==> config.mk <==
export PLATFORM = sky130hd
export DESIGN_NAME = smoothed_differential_drive_mixer_core
export DESIGN_NICKNAME = d
export VERILOG_FILES = /design/src/rtl/core/sddm_pkg.sv /design/src/rtl/core/smoothed_differential_drive_mixer_core.sv
export SDC_FILE = /design/constraint.sdc
export NUM_CORES = 2
export LEC_CHECK = 0
export ABC_AREA = 0
export BUFFER_PORTS_ARGS = -buffer_cell sky130_fd_sc_hd__buf_4
export CELL_PAD_IN_SITES_DETAIL_PLACEMENT = 0
export CELL_PAD_IN_SITES_GLOBAL_PLACEMENT = 2
export CORE_MARGIN = 3
export CORE_UTILIZATION = 40
export CTS_CLUSTER_SIZE = 14
export DETAILED_ROUTE_END_ITERATION = 10
export PLACE_DENSITY_LB_ADDON = 0.05
export SYNTH_ARGS = -nofsm -noshare
export SYNTH_HDL_FRONTEND = slang
export SYNTH_SLANG_ARGS = --single-unit
==> constraint.sdc <==
create_clock -name clk -period 18.2 [get_ports clk]
set_input_delay 0 -clock clk [delete_from_list [all_inputs] [get_ports clk]]
set_output_delay 0 -clock clk [all_outputs]
set_load 0.01 [all_outputs]
==> src/rtl/core/sddm_pkg.sv <==
package sddm_pkg;

  // Command and fixed-point widths
  localparam int CMD_W  = 16;
  localparam int FRAC_W = 16;
  localparam int SM_W   = CMD_W + FRAC_W;
  localparam int DIFF_W = SM_W + 2;
  localparam int DIG_W  = 8;
  localparam int ACC_W  = 2 * SM_W;
  localparam int MCNT_W = $clog2(SM_W / DIG_W);
  localparam int DEN_W  = CMD_W - 1;
  localparam int DIV_W  = 2 * SM_W - 2 - FRAC_W;

  // Configuration widths
  localparam int GAIN_W  = 16;
  localparam int DB_W    = 15;
  localparam int PWM_W   = 8;
  localparam int PADDR_W = 5;
  localparam int REG_W   = PADDR_W - 2;
  localparam int PDATA_W = 32;

  // Full scale, in command units and in Q16.16
  localparam logic [DEN_W-1:0]        FS_CMD  = '1;
  localparam logic signed [CMD_W-1:0] CMD_MAX = {1'b0, FS_CMD};
  localparam logic signed [CMD_W-1:0] CMD_NEG = {1'b1, {DEN_W{1'b0}}};
  localparam logic signed [SM_W-1:0]  FSQ     = {1'b0, FS_CMD, {FRAC_W{1'b0}}};

  // Register indexes
  localparam logic [REG_W-1:0] REG_SPEED_GAIN  = 3'd0;
  localparam logic [REG_W-1:0] REG_TURN_GAIN   = 3'd1;
  localparam logic [REG_W-1:0] REG_WEAPON_GAIN = 3'd2;
  localparam logic [REG_W-1:0] REG_DEADBAND    = 3'd3;
  localparam logic [REG_W-1:0] REG_PWM_FULL    = 3'd4;

  // Register reset values
  localparam logic [GAIN_W-1:0] GAIN_RST     = 16'd3277;
  localparam logic [DB_W-1:0]   DEADBAND_RST = 15'd3277;
  localparam logic [PWM_W-1:0]  PWM_FULL_RST = 8'd255;

  typedef struct packed {
    logic signed [CMD_W-1:0] speed_cmd;
    logic signed [CMD_W-1:0] turn_cmd;
    logic signed [CMD_W-1:0] weapon_cmd;
  } cmd_word_t;

  typedef struct packed {
    logic             left_pin_a;
    logic             left_pin_b;
    logic [PWM_W-1:0] left_duty;
    logic             right_pin_a;
    logic             right_pin_b;
    logic [PWM_W-1:0] right_duty;
    logic             kick_pin_a;
    logic [PWM_W-1:0] kick_duty;
  } drive_word_t;

  typedef enum logic [3:0] {
    ST_IDLE,
    ST_SM_LOAD,
    ST_SM_MUL,
    ST_SM_UPD,
    ST_MX_LOAD,
    ST_MX_MUL,
    ST_MX_DIV,
    ST_DT_LOAD,
    ST_DT_MUL,
    ST_DT_DIV,
    ST_FINISH
  } state_t;

  typedef enum logic [1:0] {
    CH_SPEED,
    CH_TURN,
    CH_WEAPON
  } chan_t;

  typedef enum logic [1:0] {
    SIDE_LEFT,
    SIDE_RIGHT,
    SIDE_KICK
  } side_t;

endpackage

==> src/rtl/core/smoothed_differential_drive_mixer_core.sv <==
// Smoothed differential-drive mixer: each accepted command word (speed, turn,
// weapon) updates three exponential filters held in Q16.16, mixes left and
// right drive from the filtered speed and turn, and returns one drive word
// with H-bridge pin levels and PWM duties for left, right and weapon motors.
// One word is worked on at a time, using a shared 8-bit-digit serial
// multiplier (two digits per gain, four per mixing factor) and a
// divide-by-32767 loop that folds the dividend in 15-bit digits, up to five
// passes per quotient. A finished word waits in the output register while
// the next command word is taken. The user must write registers over the
// APB port only while no word is in flight; the block does not enforce it.
// Gains are Q0.16 fractions, the deadband is in command units.
module smoothed_differential_drive_mixer_core import sddm_pkg::*; (
  input  logic                clk,
  input  logic                rst,
  input  logic                psel,
  input  logic                penable,
  input  logic                pwrite,
  input  logic [PADDR_W-1:0]  paddr,
  input  logic [PDATA_W-1:0]  pwdata,
  output logic [PDATA_W-1:0]  prdata,
  output logic                pready,
  input  logic                cmd_valid,
  output logic                cmd_stall,
  input  cmd_word_t           cmd_data,
  output logic                drive_valid,
  input  logic                drive_stall,
  output drive_word_t         drive_data
);

  // Configuration registers
  logic [GAIN_W-1:0] speed_gain;
  logic [GAIN_W-1:0] turn_gain;
  logic [GAIN_W-1:0] weapon_gain;
  logic [DB_W-1:0]   deadband;
  logic [PWM_W-1:0]  pwm_full;

  // Sequencer
  state_t state;
  state_t state_next;
  chan_t  ch;
  side_t  side;

  // Held commands and filter state
  logic signed [CMD_W-1:0] speed_cmd;
  logic signed [CMD_W-1:0] turn_cmd;
  logic signed [CMD_W-1:0] weapon_cmd;
  logic signed [SM_W-1:0]  speed_smooth;
  logic signed [SM_W-1:0]  turn_smooth;
  logic signed [SM_W-1:0]  weapon_smooth;

  // Serial multiplier
  logic signed [DIFF_W-1:0]      mul_a;
  logic [SM_W-1:0]               mul_b;
  logic [MCNT_W-1:0]             mul_cnt;
  logic signed [ACC_W-1:0]       acc;
  logic signed [ACC_W-1:0]       acc_next;
  logic signed [DIFF_W+DIG_W:0]  pp;
  logic                          mul_last;

  // Divide-by-full-scale loop
  logic [DIV_W-1:0]       div_y;
  logic [SM_W-1:0]        div_q;
  logic [DIV_W-DEN_W-1:0] div_hi;
  logic [DEN_W-1:0]       div_lo;
  logic                   div_done;
  logic [SM_W-1:0]        div_res;

  // Per-side work registers
  logic [SM_W-1:0] xmag;
  logic            stop;
  logic            neg;
  drive_word_t     res;

  // Datapath selection
  logic signed [CMD_W-1:0]  cmd_sel;
  logic signed [SM_W-1:0]   s_sel;
  logic [GAIN_W-1:0]        gain_sel;
  logic signed [SM_W-1:0]   cmd_fix;
  logic signed [DIFF_W-1:0] diff;
  logic signed [DIFF_W-1:0] s_upd;
  logic signed [DIFF_W-1:0] dbq;
  logic                     snap;
  logic signed [SM_W-1:0]   s_new;
  logic [SM_W-1:0]          v_mag;
  logic [SM_W-1:0]          m_sel;
  logic [PWM_W-1:0]         duty_val;
  logic                     cfg_we;
  logic [REG_W-1:0]         reg_idx;
  logic                     out_free;
  logic                     accept;

  function automatic logic signed [CMD_W-1:0] sat_cmd(input logic signed [CMD_W-1:0] x);
    sat_cmd = (x == CMD_NEG) ? -CMD_MAX : x;
  endfunction

  assign pready   = 1'b1;
  assign cfg_we   = psel && penable && pwrite;
  assign reg_idx  = paddr[PADDR_W-1:2];
  assign accept   = cmd_valid && !cmd_stall;
  assign out_free = !drive_valid || !drive_stall;

  // Register write
  always_ff @(posedge clk) begin
    if (rst) begin
      speed_gain  <= GAIN_RST;
      turn_gain   <= GAIN_RST;
      weapon_gain <= GAIN_RST;
      deadband    <= DEADBAND_RST;
      pwm_full    <= PWM_FULL_RST;
    end else if (cfg_we) begin
      unique case (reg_idx)
        REG_SPEED_GAIN:  speed_gain  <= pwdata[GAIN_W-1:0];
        REG_TURN_GAIN:   turn_gain   <= pwdata[GAIN_W-1:0];
        REG_WEAPON_GAIN: weapon_gain <= pwdata[GAIN_W-1:0];
        REG_DEADBAND:    deadband    <= pwdata[DB_W-1:0];
        REG_PWM_FULL:    pwm_full    <= pwdata[PWM_W-1:0];
        default: ;
      endcase
    end
  end

  // Register read
  always_comb begin
    unique case (reg_idx)
      REG_SPEED_GAIN:  prdata = PDATA_W'(speed_gain);
      REG_TURN_GAIN:   prdata = PDATA_W'(turn_gain);
      REG_WEAPON_GAIN: prdata = PDATA_W'(weapon_gain);
      REG_DEADBAND:    prdata = PDATA_W'(deadband);
      REG_PWM_FULL:    prdata = PDATA_W'(pwm_full);
      default:         prdata = '0;
    endcase
  end

  // Pick the filter channel being updated
  always_comb begin
    unique case (ch)
      CH_SPEED: begin
        cmd_sel  = speed_cmd;
        s_sel    = speed_smooth;
        gain_sel = speed_gain;
      end
      CH_TURN: begin
        cmd_sel  = turn_cmd;
        s_sel    = turn_smooth;
        gain_sel = turn_gain;
      end
      CH_WEAPON: begin
        cmd_sel  = weapon_cmd;
        s_sel    = weapon_smooth;
        gain_sel = weapon_gain;
      end
      default: begin
        cmd_sel  = speed_cmd;
        s_sel    = speed_smooth;
        gain_sel = speed_gain;
      end
    endcase
  end

  // Filter step: s + floor(gain * (cmd - s) / 2^16), then deadband snap
  assign cmd_fix = {cmd_sel, {FRAC_W{1'b0}}};
  assign diff    = DIFF_W'(cmd_fix) - DIFF_W'(s_sel);
  assign s_upd   = DIFF_W'(s_sel) + $signed(acc[FRAC_W +: DIFF_W]);
  assign dbq     = DIFF_W'({deadband, {FRAC_W{1'b0}}});
  assign snap    = (cmd_sel == '0) && (s_upd < dbq) && (s_upd > -dbq);
  assign s_new   = snap ? '0 : s_upd[SM_W-1:0];

  // Mixing factors from the filtered turn rate
  assign v_mag = speed_smooth[SM_W-1] ? SM_W'(-speed_smooth) : SM_W'(speed_smooth);

  always_comb begin
    unique case (side)
      SIDE_LEFT:  m_sel = turn_smooth[SM_W-1] ? SM_W'(FSQ) : SM_W'(FSQ - turn_smooth);
      SIDE_RIGHT: m_sel = turn_smooth[SM_W-1] ? SM_W'(FSQ + turn_smooth) : SM_W'(FSQ);
      default:    m_sel = '0;
    endcase
  end

  // One 8-bit digit of the multiplier operand per cycle, top digit first
  assign pp       = mul_a * $signed({1'b0, mul_b[SM_W-1 -: DIG_W]});
  assign acc_next = (acc <<< DIG_W) + ACC_W'(pp);
  assign mul_last = (mul_cnt == '0);

  // Fold 15-bit digits: y = a*2^15 + b gives q += a, y = a + b
  assign div_hi   = div_y[DIV_W-1:DEN_W];
  assign div_lo   = div_y[DEN_W-1:0];
  assign div_done = (div_hi == '0);
  assign div_res  = div_q + SM_W'(div_lo == FS_CMD);
  assign duty_val = (div_res > SM_W'(pwm_full)) ? pwm_full : div_res[PWM_W-1:0];

  // State register
  always_ff @(posedge clk) begin
    if (rst) begin
      state <= ST_IDLE;
    end else begin
      state <= state_next;
    end
  end

  // Next state and input stall
  always_comb begin
    state_next = state;
    cmd_stall  = 1'b1;
    unique case (state)
      ST_IDLE: begin
        cmd_stall = 1'b0;
        if (cmd_valid) begin
          state_next = ST_SM_LOAD;
        end
      end
      ST_SM_LOAD: state_next = ST_SM_MUL;
      ST_SM_MUL: begin
        if (mul_last) begin
          state_next = ST_SM_UPD;
        end
      end
      ST_SM_UPD: state_next = (ch == CH_WEAPON) ? ST_MX_LOAD : ST_SM_LOAD;
      ST_MX_LOAD: state_next = (side == SIDE_KICK) ? ST_DT_LOAD : ST_MX_MUL;
      ST_MX_MUL: begin
        if (mul_last) begin
          state_next = ST_MX_DIV;
        end
      end
      ST_MX_DIV: begin
        if (div_done) begin
          state_next = ST_DT_LOAD;
        end
      end
      ST_DT_LOAD: state_next = ST_DT_MUL;
      ST_DT_MUL: begin
        if (mul_last) begin
          state_next = ST_DT_DIV;
        end
      end
      ST_DT_DIV: begin
        if (div_done) begin
          state_next = (side == SIDE_KICK) ? ST_FINISH : ST_MX_LOAD;
        end
      end
      ST_FINISH: begin
        if (out_free) begin
          state_next = ST_IDLE;
        end
      end
      default: state_next = ST_IDLE;
    endcase
  end

  // Output handshake: post a finished word, drop it once taken
  always_ff @(posedge clk) begin
    if (rst) begin
      drive_valid <= 1'b0;
    end else if ((state == ST_FINISH) && out_free) begin
      drive_valid <= 1'b1;
    end else if (!drive_stall) begin
      drive_valid <= 1'b0;
    end
  end

  // Sequencer indexes and filter state
  always_ff @(posedge clk) begin
    if (rst) begin
      ch            <= CH_SPEED;
      side          <= SIDE_LEFT;
      speed_smooth  <= '0;
      turn_smooth   <= '0;
      weapon_smooth <= '0;
    end else begin
      case (state)
        ST_IDLE: begin
          ch <= CH_SPEED;
        end
        ST_SM_UPD: begin
          unique case (ch)
            CH_SPEED:  speed_smooth  <= s_new;
            CH_TURN:   turn_smooth   <= s_new;
            CH_WEAPON: weapon_smooth <= s_new;
            default: ;
          endcase
          unique case (ch)
            CH_SPEED:  ch <= CH_TURN;
            CH_TURN:   ch <= CH_WEAPON;
            default:   side <= SIDE_LEFT;
          endcase
        end
        ST_DT_DIV: begin
          if (div_done) begin
            unique case (side)
              SIDE_LEFT:  side <= SIDE_RIGHT;
              SIDE_RIGHT: side <= SIDE_KICK;
              default:    side <= SIDE_LEFT;
            endcase
          end
        end
        default: ;
      endcase
    end
  end

  // Multiplier, divider and result datapath
  always_ff @(posedge clk) begin
    case (state)
      ST_IDLE: begin
        if (accept) begin
          speed_cmd  <= sat_cmd(cmd_data.speed_cmd);
          turn_cmd   <= sat_cmd(cmd_data.turn_cmd);
          weapon_cmd <= sat_cmd(cmd_data.weapon_cmd);
        end
      end
      ST_SM_LOAD: begin
        mul_a   <= diff;
        mul_b   <= {gain_sel, {(SM_W-GAIN_W){1'b0}}};
        mul_cnt <= MCNT_W'(GAIN_W / DIG_W - 1);
        acc     <= '0;
      end
      ST_SM_MUL, ST_MX_MUL, ST_DT_MUL: begin
        acc     <= acc_next;
        mul_b   <= mul_b << DIG_W;
        mul_cnt <= mul_cnt - 1'b1;
        if (mul_last) begin
          div_y <= acc_next[FRAC_W +: DIV_W];
          div_q <= '0;
        end
      end
      ST_MX_LOAD: begin
        if (side == SIDE_KICK) begin
          xmag <= weapon_smooth;
          stop <= weapon_smooth[SM_W-1] || (weapon_smooth == '0);
          neg  <= 1'b0;
        end else begin
          mul_a   <= DIFF_W'(v_mag);
          mul_b   <= m_sel;
          mul_cnt <= MCNT_W'(SM_W / DIG_W - 1);
          acc     <= '0;
          stop    <= (speed_smooth == '0) || (m_sel == '0);
          neg     <= speed_smooth[SM_W-1];
        end
      end
      ST_MX_DIV: begin
        if (div_done) begin
          xmag <= div_res;
        end else begin
          div_y <= DIV_W'(div_hi) + DIV_W'(div_lo);
          div_q <= div_q + SM_W'(div_hi);
        end
      end
      ST_DT_LOAD: begin
        mul_a   <= DIFF_W'(xmag);
        mul_b   <= {pwm_full, {(SM_W-PWM_W){1'b0}}};
        mul_cnt <= MCNT_W'(PWM_W / DIG_W - 1);
        acc     <= '0;
      end
      ST_DT_DIV: begin
        if (div_done) begin
          unique case (side)
            SIDE_LEFT: begin
              res.left_pin_a <= !stop && !neg;
              res.left_pin_b <= !stop && neg;
              res.left_duty  <= stop ? '0 : duty_val;
            end
            SIDE_RIGHT: begin
              res.right_pin_a <= !stop && neg;
              res.right_pin_b <= !stop && !neg;
              res.right_duty  <= stop ? '0 : duty_val;
            end
            default: begin
              res.kick_pin_a <= !stop;
              res.kick_duty  <= stop ? '0 : duty_val;
            end
          endcase
        end else begin
          div_y <= DIV_W'(div_hi) + DIV_W'(div_lo);
          div_q <= div_q + SM_W'(div_hi);
        end
      end
      ST_FINISH: begin
        if (out_free) begin
          drive_data <= res;
        end
      end
      default: ;
    endcase
  end

`ifndef SYNTHESIS
  // A new word always starts at the speed filter
  assert property (@(posedge clk) disable iff (rst)
    accept |=> (state == ST_SM_LOAD) && (ch == CH_SPEED))
    else $error("word accepted but filter sequence did not start");

  // Filter state stays within full scale
  assert property (@(posedge clk) disable iff (rst)
    (speed_smooth <= FSQ) && (speed_smooth >= -FSQ) &&
    (turn_smooth <= FSQ) && (turn_smooth >= -FSQ) &&
    (weapon_smooth <= FSQ) && (weapon_smooth >= -FSQ))
    else $error("filter state beyond full scale");

  // Never drive both inputs of one bridge
  assert property (@(posedge clk) disable iff (rst)
    drive_valid |-> !(drive_data.left_pin_a && drive_data.left_pin_b) &&
                    !(drive_data.right_pin_a && drive_data.right_pin_b))
    else $error("both bridge pins high");

  // A finished word is posted and the sequencer returns to idle
  assert property (@(posedge clk) disable iff (rst)
    (state == ST_FINISH) && out_free |=> drive_valid && (state == ST_IDLE))
    else $error("finished word not posted");
`endif

endmodule

# Word level (Yosys, flattened, before mapping)

Index checks and enable logic that the tools add are counted.

Bits of input ports: 92
Word-level logic and storage cells: 199
Output and inout port bits: 64
Bits in registers: 516

Multiplexer cells: 49
$mul: 1
$lt $le $gt $ge: 3
Reductions and logical operators: 58
Equality and inequality tests: 36
Bitwise gates (word level): 1
Add/subtract/negate cells: 11

Operator list:

| operator                                    | number |
|---|---|
| two-way mux 32 bit                          | 9 |
| case mux 32 bit (2 select lines)            | 4 |
| case mux 54 bit (3 select lines)            | 1 |
| case mux 32 bit (4 select lines)            | 1 |
| case mux 34 bit (3 select lines)            | 1 |
| logical NOT 32 bit                          | 3 |
| two-way mux 46 bit                          | 2 |
| case mux 46 bit (2 select lines)            | 1 |
| case mux 16 bit (5 select lines)            | 1 |
| case mux 16 bit (2 select lines)            | 2 |
| adder 62 x 43 -> 62 bit                     | 1 |
| two-way mux 54 bit                          | 1 |
| equality test 16 bit, second input constant | 3 |
| case mux 4 bit (11 select lines)            | 1 |
| multiplier 34 x 9 -> 43 bit                 | 1 |
| adder 32 x 34 -> 34 bit                     | 1 |
| greater-than comparator 34 bit              | 1 |
| less-than comparator 34 x 32 -> 1 bit       | 1 |
| two-way mux 34 bit                          | 1 |
| negation 31 -> 34 bit                       | 1 |
| subtractor 32 x 32 -> 33 bit                | 1 |
| adder 31 x 15 -> 32 bit                     | 1 |
| adder 32 x 1 -> 32 bit                      | 1 |
| adder 32 x 31 -> 32 bit                     | 1 |
| other kinds (42)                            | 118 |

# Depth between registers and ports, before layout

Depth after elaboration: 7
Depth in mapped cells: 33
Gate-level depth less buffers: 27

# Worst setup path after synthesis

Ideal clock, no wire load.

Path type: reg-to-reg
From: register ch[0]
To: register turn_smooth[28]
Slack: 11.070 ns
Buffers on the path: 8
Cell stages (with the launch flop): 32
Data arrival time: 7.012 ns
Setup time: 0.117 ns
Data required time: 18.083 ns
Period minus slack after synthesis: 7.130 ns
Path through: dfxtp_1 -> inv_1 -> ha_1 -> clkbuf_1 -> clkbuf_1 -> clkbuf_1 -> clkbuf_1 -> buf_1 -> clkbuf_1 -> a22oi_1 -> a21oi_1 -> ha_1 -> a21o_1 -> a21oi_1 -> nor2_1 -> a2111oi_0 -> nor3b_1 -> o41a_1 -> a221oi_1 -> o21bai_1 -> a21oi_1 -> xnor2_1 -> ha_1 -> nand4_1 -> nor4_1 -> nand2_1 -> o41ai_1 -> xnor2_1 -> o211ai_2 -> buf_6 -> buf_6 -> a32o_1

Longest elaborated chain between the ends: 7
Elaborated cells between the ends (all ways): 12
Those cells by class: 1 x add/sub; 2 x order compare; 2 x eq/ne; 3 x mux; 4 x reduce/logical

RTL lines:

| item                                                                | line                                                                                         | text |
|---|---|---|
| start: declaration                                                  | smoothed_differential_drive_mixer_core.sv:40                                                 | `chan_t ch;` |
| start signal: assignment                                            | smoothed_differential_drive_mixer_core.sv:263                                                | `ch <= CH_SPEED;` |
| start signal: assignment                                            | smoothed_differential_drive_mixer_core.sv:271                                                | `ch <= CH_SPEED;` |
| start signal: assignment                                            | smoothed_differential_drive_mixer_core.sv:281                                                | `CH_SPEED: ch <= CH_TURN;` |
| equality test 2 bit or equality test 2 x 1 -> 1 bit (tied branches) | smoothed_differential_drive_mixer_core.sv:136, smoothed_differential_drive_mixer_core.sv:274 |  |
| case mux 32 bit (2 select lines)                                    | smoothed_differential_drive_mixer_core.sv:136                                                | `unique case (ch)` |
| adder 32 x 34 -> 34 bit                                             | smoothed_differential_drive_mixer_core.sv:163                                                | `assign s_upd = DIFF_W'(s_sel) + $signed(acc[FRAC_W +: DIFF_W]);` |
| less-than comparator 34 x 32 -> 1 bit                               | smoothed_differential_drive_mixer_core.sv:165                                                | `assign snap = (cmd_sel == '0) && (s_upd < dbq) && (s_upd > -dbq);` |
| logical AND 1 bit (2 in a row)                                      | smoothed_differential_drive_mixer_core.sv:165                                                |  |
| two-way mux 32 bit                                                  | smoothed_differential_drive_mixer_core.sv:166                                                | `assign s_new = snap ? '0 : s_upd[SM_W-1:0];` |
| end signal: assignment                                              | smoothed_differential_drive_mixer_core.sv:276                                                | `CH_TURN: turn_smooth <= s_new;` |
| end: declaration                                                    | smoothed_differential_drive_mixer_core.sv:48                                                 | `logic signed [SM_W-1:0] turn_smooth;` |

Several ways; a longest one is shown, not always the timed one.
A chain may end at the register's enable or synchronous reset.

# Worst setup path in the final report

From: register ch[1]
To: register turn_smooth[9]

The elaborated chain is that of the path after synthesis.

==> results.json <==
{
  "clock_skew_ns": 0.0402,
  "status": "finished clean",
  "hold_ws_ns": 0.0838,
  "initial_core_util": 0.404,
  "syn_avg_cell_area_um2": 9.38,
  "yosysSeqAreaShare": 0.332,
  "wl_um": 143000,
  "numCtsBuffers": 67,
  "synthSimpleGateAreaFrac": 0.165,
  "area_growth_pct": 12.2,
  "gp_congestion": 0.879,
  "min_path_type": "in -> reg",
  "io_buffers": 120,
  "cp.required_ns": 18.78,
  "final_layout_size_suffix_gt1_frac": 0.0758,
  "dp.final_hpwl_um": 108000,
  "clock_path_buffers": 3,
  "via_count": 33100,
  "fin_area_um2": 46300,
  "grt_pass1_wl_um": 213000,
  "antenna_found_initial": 2,
  "die_w_um": 327,
  "grt.overflow.total": 0,
  "relSlewSlack": 0.219,
  "cts_tree": "built",
  "fin_nets": 5052,
  "drt_iter0_markers": 2859,
  "cts_resized": 0,
  "ant_nets": 0,
  "cts_setup_buffers": 0,
  "crit_path_max_fanout": 96,
  "wl_met1_um": 67100,
  "route.met3.wl_um": 7300,
  "worstSetupPathType": "reg -> reg",
  "syn_area_um2": 41200,
  "fillers": 9915,
  "clk_latency_ns": 0.66,
  "viasPerCell": 5.65,
  "grt_usage": 0.264,
  "synth.largest_area_cell": "edfxtp_1",
  "rsz0062_at_grt": "false",
  "fin_crit_sh": 0.535,
  "crit_path_end_kind": "flop",
  "core_um2": 102000,
  "finalHoldViolCount": 0,
  "layout_common_cells": "400 x nand2_1, 367 x nor2_1, 355 x inv_1",
  "synth_edf_count": 339,
  "top_layer": "met4",
  "min_period_ns": 9.73,
  "htreeDepth": 3,
  "path_clk_slew_ns": 0.06,
  "postPlaceCellArea_um2": 43300,
  "grt_start_max_net_pins": 97,
  "crit_arrival_ns": 10.31,
  "ctsHoldBuffers": 71,
  "yosysUniqueCellTypes": 83,
  "placementRows": 117,
  "routedWlPerCell_um": 24.4,
  "setup.worst_path.start_class": "flop",
  "grt_pass1_vias": 32100,
  "dr_wl_met2_um": 64700,
  "synthArstFlopShare": 0,
  "synth_top_family_by_area": "adder cells",
  "synth-compound-area-share": 0.167,
  "fmax_mhz": 103,
  "drv_cap": 0,
  "die_y_um": 327,
  "root_buffer": "clkbuf_16",
  "remaining_drc_errors": 0,
  "cts_num_sinks": 515,
  "ys_warn_count": 0,
  "ys.flop_type": "edfxtp_1",
  "boundaryPins": 156,
  "synthMuxAreaShare": 0.0160,
  "layout_commonest_cell": "nand2_1",
  "yosys.area.top_type_share": 0.247,
  "die_area_um2": 107000,
  "setup_tns_ns": 0,
  "syn_inst": 4397,
  "ys_seq_elements": 515,
  "synth_xor_area_frac": 0.0535,
  "tightest_slew_ns": 1.16,
  "synthAdderAreaFrac": 0.205,
  "ys_top_cells_by_area": "edfxtp_1 25%, fa_1 13%, dfxtp_1 8.5%",
  "maxSlewViolCount": 0,
  "setup_viol": 0,
  "first_pass_iters": 6
}
==> layer usage <==
metal | vias up | GRT usage
met5 | - | 0
met4 | 0 | 0.0678
met3 | 150 | 0.0343
met2 | 876 | 0.410
met1 | 16500 | 0.387
li1 | 15600 | -
==> synthesized netlist by cell type (27+ instances only) <==
| cell | number |
|---|---|
| a211oi_1 | 28 |
| a21o_1 | 91 |
| a21oi_1 | 298 |
| a22oi_1 | 81 |
| a32o_1 | 95 |
| and2_1 | 169 |
| and3_1 | 41 |
| clkbuf_1 | 231 |
| dfxtp_1 | 176 |
| edfxtp_1 | 339 |
| fa_1 | 263 |
| ha_1 | 254 |
| inv_1 | 355 |
| mux2i_1 | 39 |
| nand2_1 | 400 |
| nand2b_1 | 35 |
| nand3_1 | 61 |
| nand3b_1 | 27 |
| nand4_1 | 42 |
| nor2_1 | 374 |
| nor2b_1 | 44 |
| nor3_1 | 71 |
| nor4_1 | 45 |
| o21ai_0 | 148 |
| or3_1 | 27 |
| xnor2_1 | 131 |
| xor2_1 | 121 |
==> worst max-delay path, cell delays in order (launching register included) <==
cell      delay (ns)
dfxtp_1         0.36
inv_1           0.09
ha_4            0.76
buf_4           0.66
nor2_1          0.09
a21oi_1         0.61
ha_1            0.40
nand3_1         0.10
o211ai_1        0.16
o31ai_1         0.45
nand4b_1        0.35
nand2_1         0.22
o21bai_1        0.11
xor2_1          0.56
ha_1            0.26
nand4_1         0.24
or3_1           0.41
or4_1           0.42
or4_1           0.50
or4_1           0.53
or4_1           0.67
o31a_1          0.33
o211ai_4        0.08
buf_4           0.84
a32o_1          0.31
==> layout make-up <==
cell class,instances,area (um^2),share of cell area
Multi-Input combinational cell,3258,25200,0.545
Timing Repair Buffer,245,2020,0.0436
Tap cell,1368,1710,0.0370
Antenna cell,2,5.00,0.000108
Clock inverter,36,434,0.00938
Inverter,356,1340,0.0289
Sequential cell,515,13700,0.296
Clock buffer,86,1830,0.0396
==> logic make-up (layout without fill, tap and decap cells) <==
family / count (synthesis) / count (layout)
XOR/XNOR: 252 / 252
AND/OR/NAND/NOR: 1403 / 1403
adder cells (fa/ha/maj): 518 / 518
flip-flops: 515 / 515
AO/OA/AOI/OAI: 1012 / 1012
other: 2 / 19
multiplexers: 56 / 56
buffers and inverters: 639 / 723
==> stage by stage <==
stage	cells	setup WS, ns	utilization
after floorplan	4412	11.07	-
after global placement	5671	8.67	0.424
after detailed placement	5671	8.64	0.424
after CTS	5864	8.60	0.454
after global routing	5864	8.12	0.454
final	5866	8.47	0.454
==> worst paths after layout <==
kind | startpoint | end | slack, ns | depth (start not counted)
max | ch[1] | turn_smooth[9] | 8.47 | 24
min | cmd_data[44] | speed_cmd[12] | 0.08 | 2
max reg2reg | ch[1] | turn_smooth[9] | 8.47 | 24
min reg2reg | res[22] | drive_data[22] | 0.42 | 0
==> sequential cells by signal, summed over array words and instances (netlist names), 29 cells and up <==
| signal | flops |
|---|---|
| div_q | 32 |
| div_y | 46 |
| acc | 54 |
| turn_smooth | 32 |
| mul_b | 32 |
| mul_a | 33 |
| drive_data | 29 |
| xmag | 32 |
| weapon_smooth | 32 |
| speed_smooth | 32 |
| res | 29 |
Power is not shown: default switching activity piles up to over one toggle a cycle in this logic, so the estimate is an artifact.
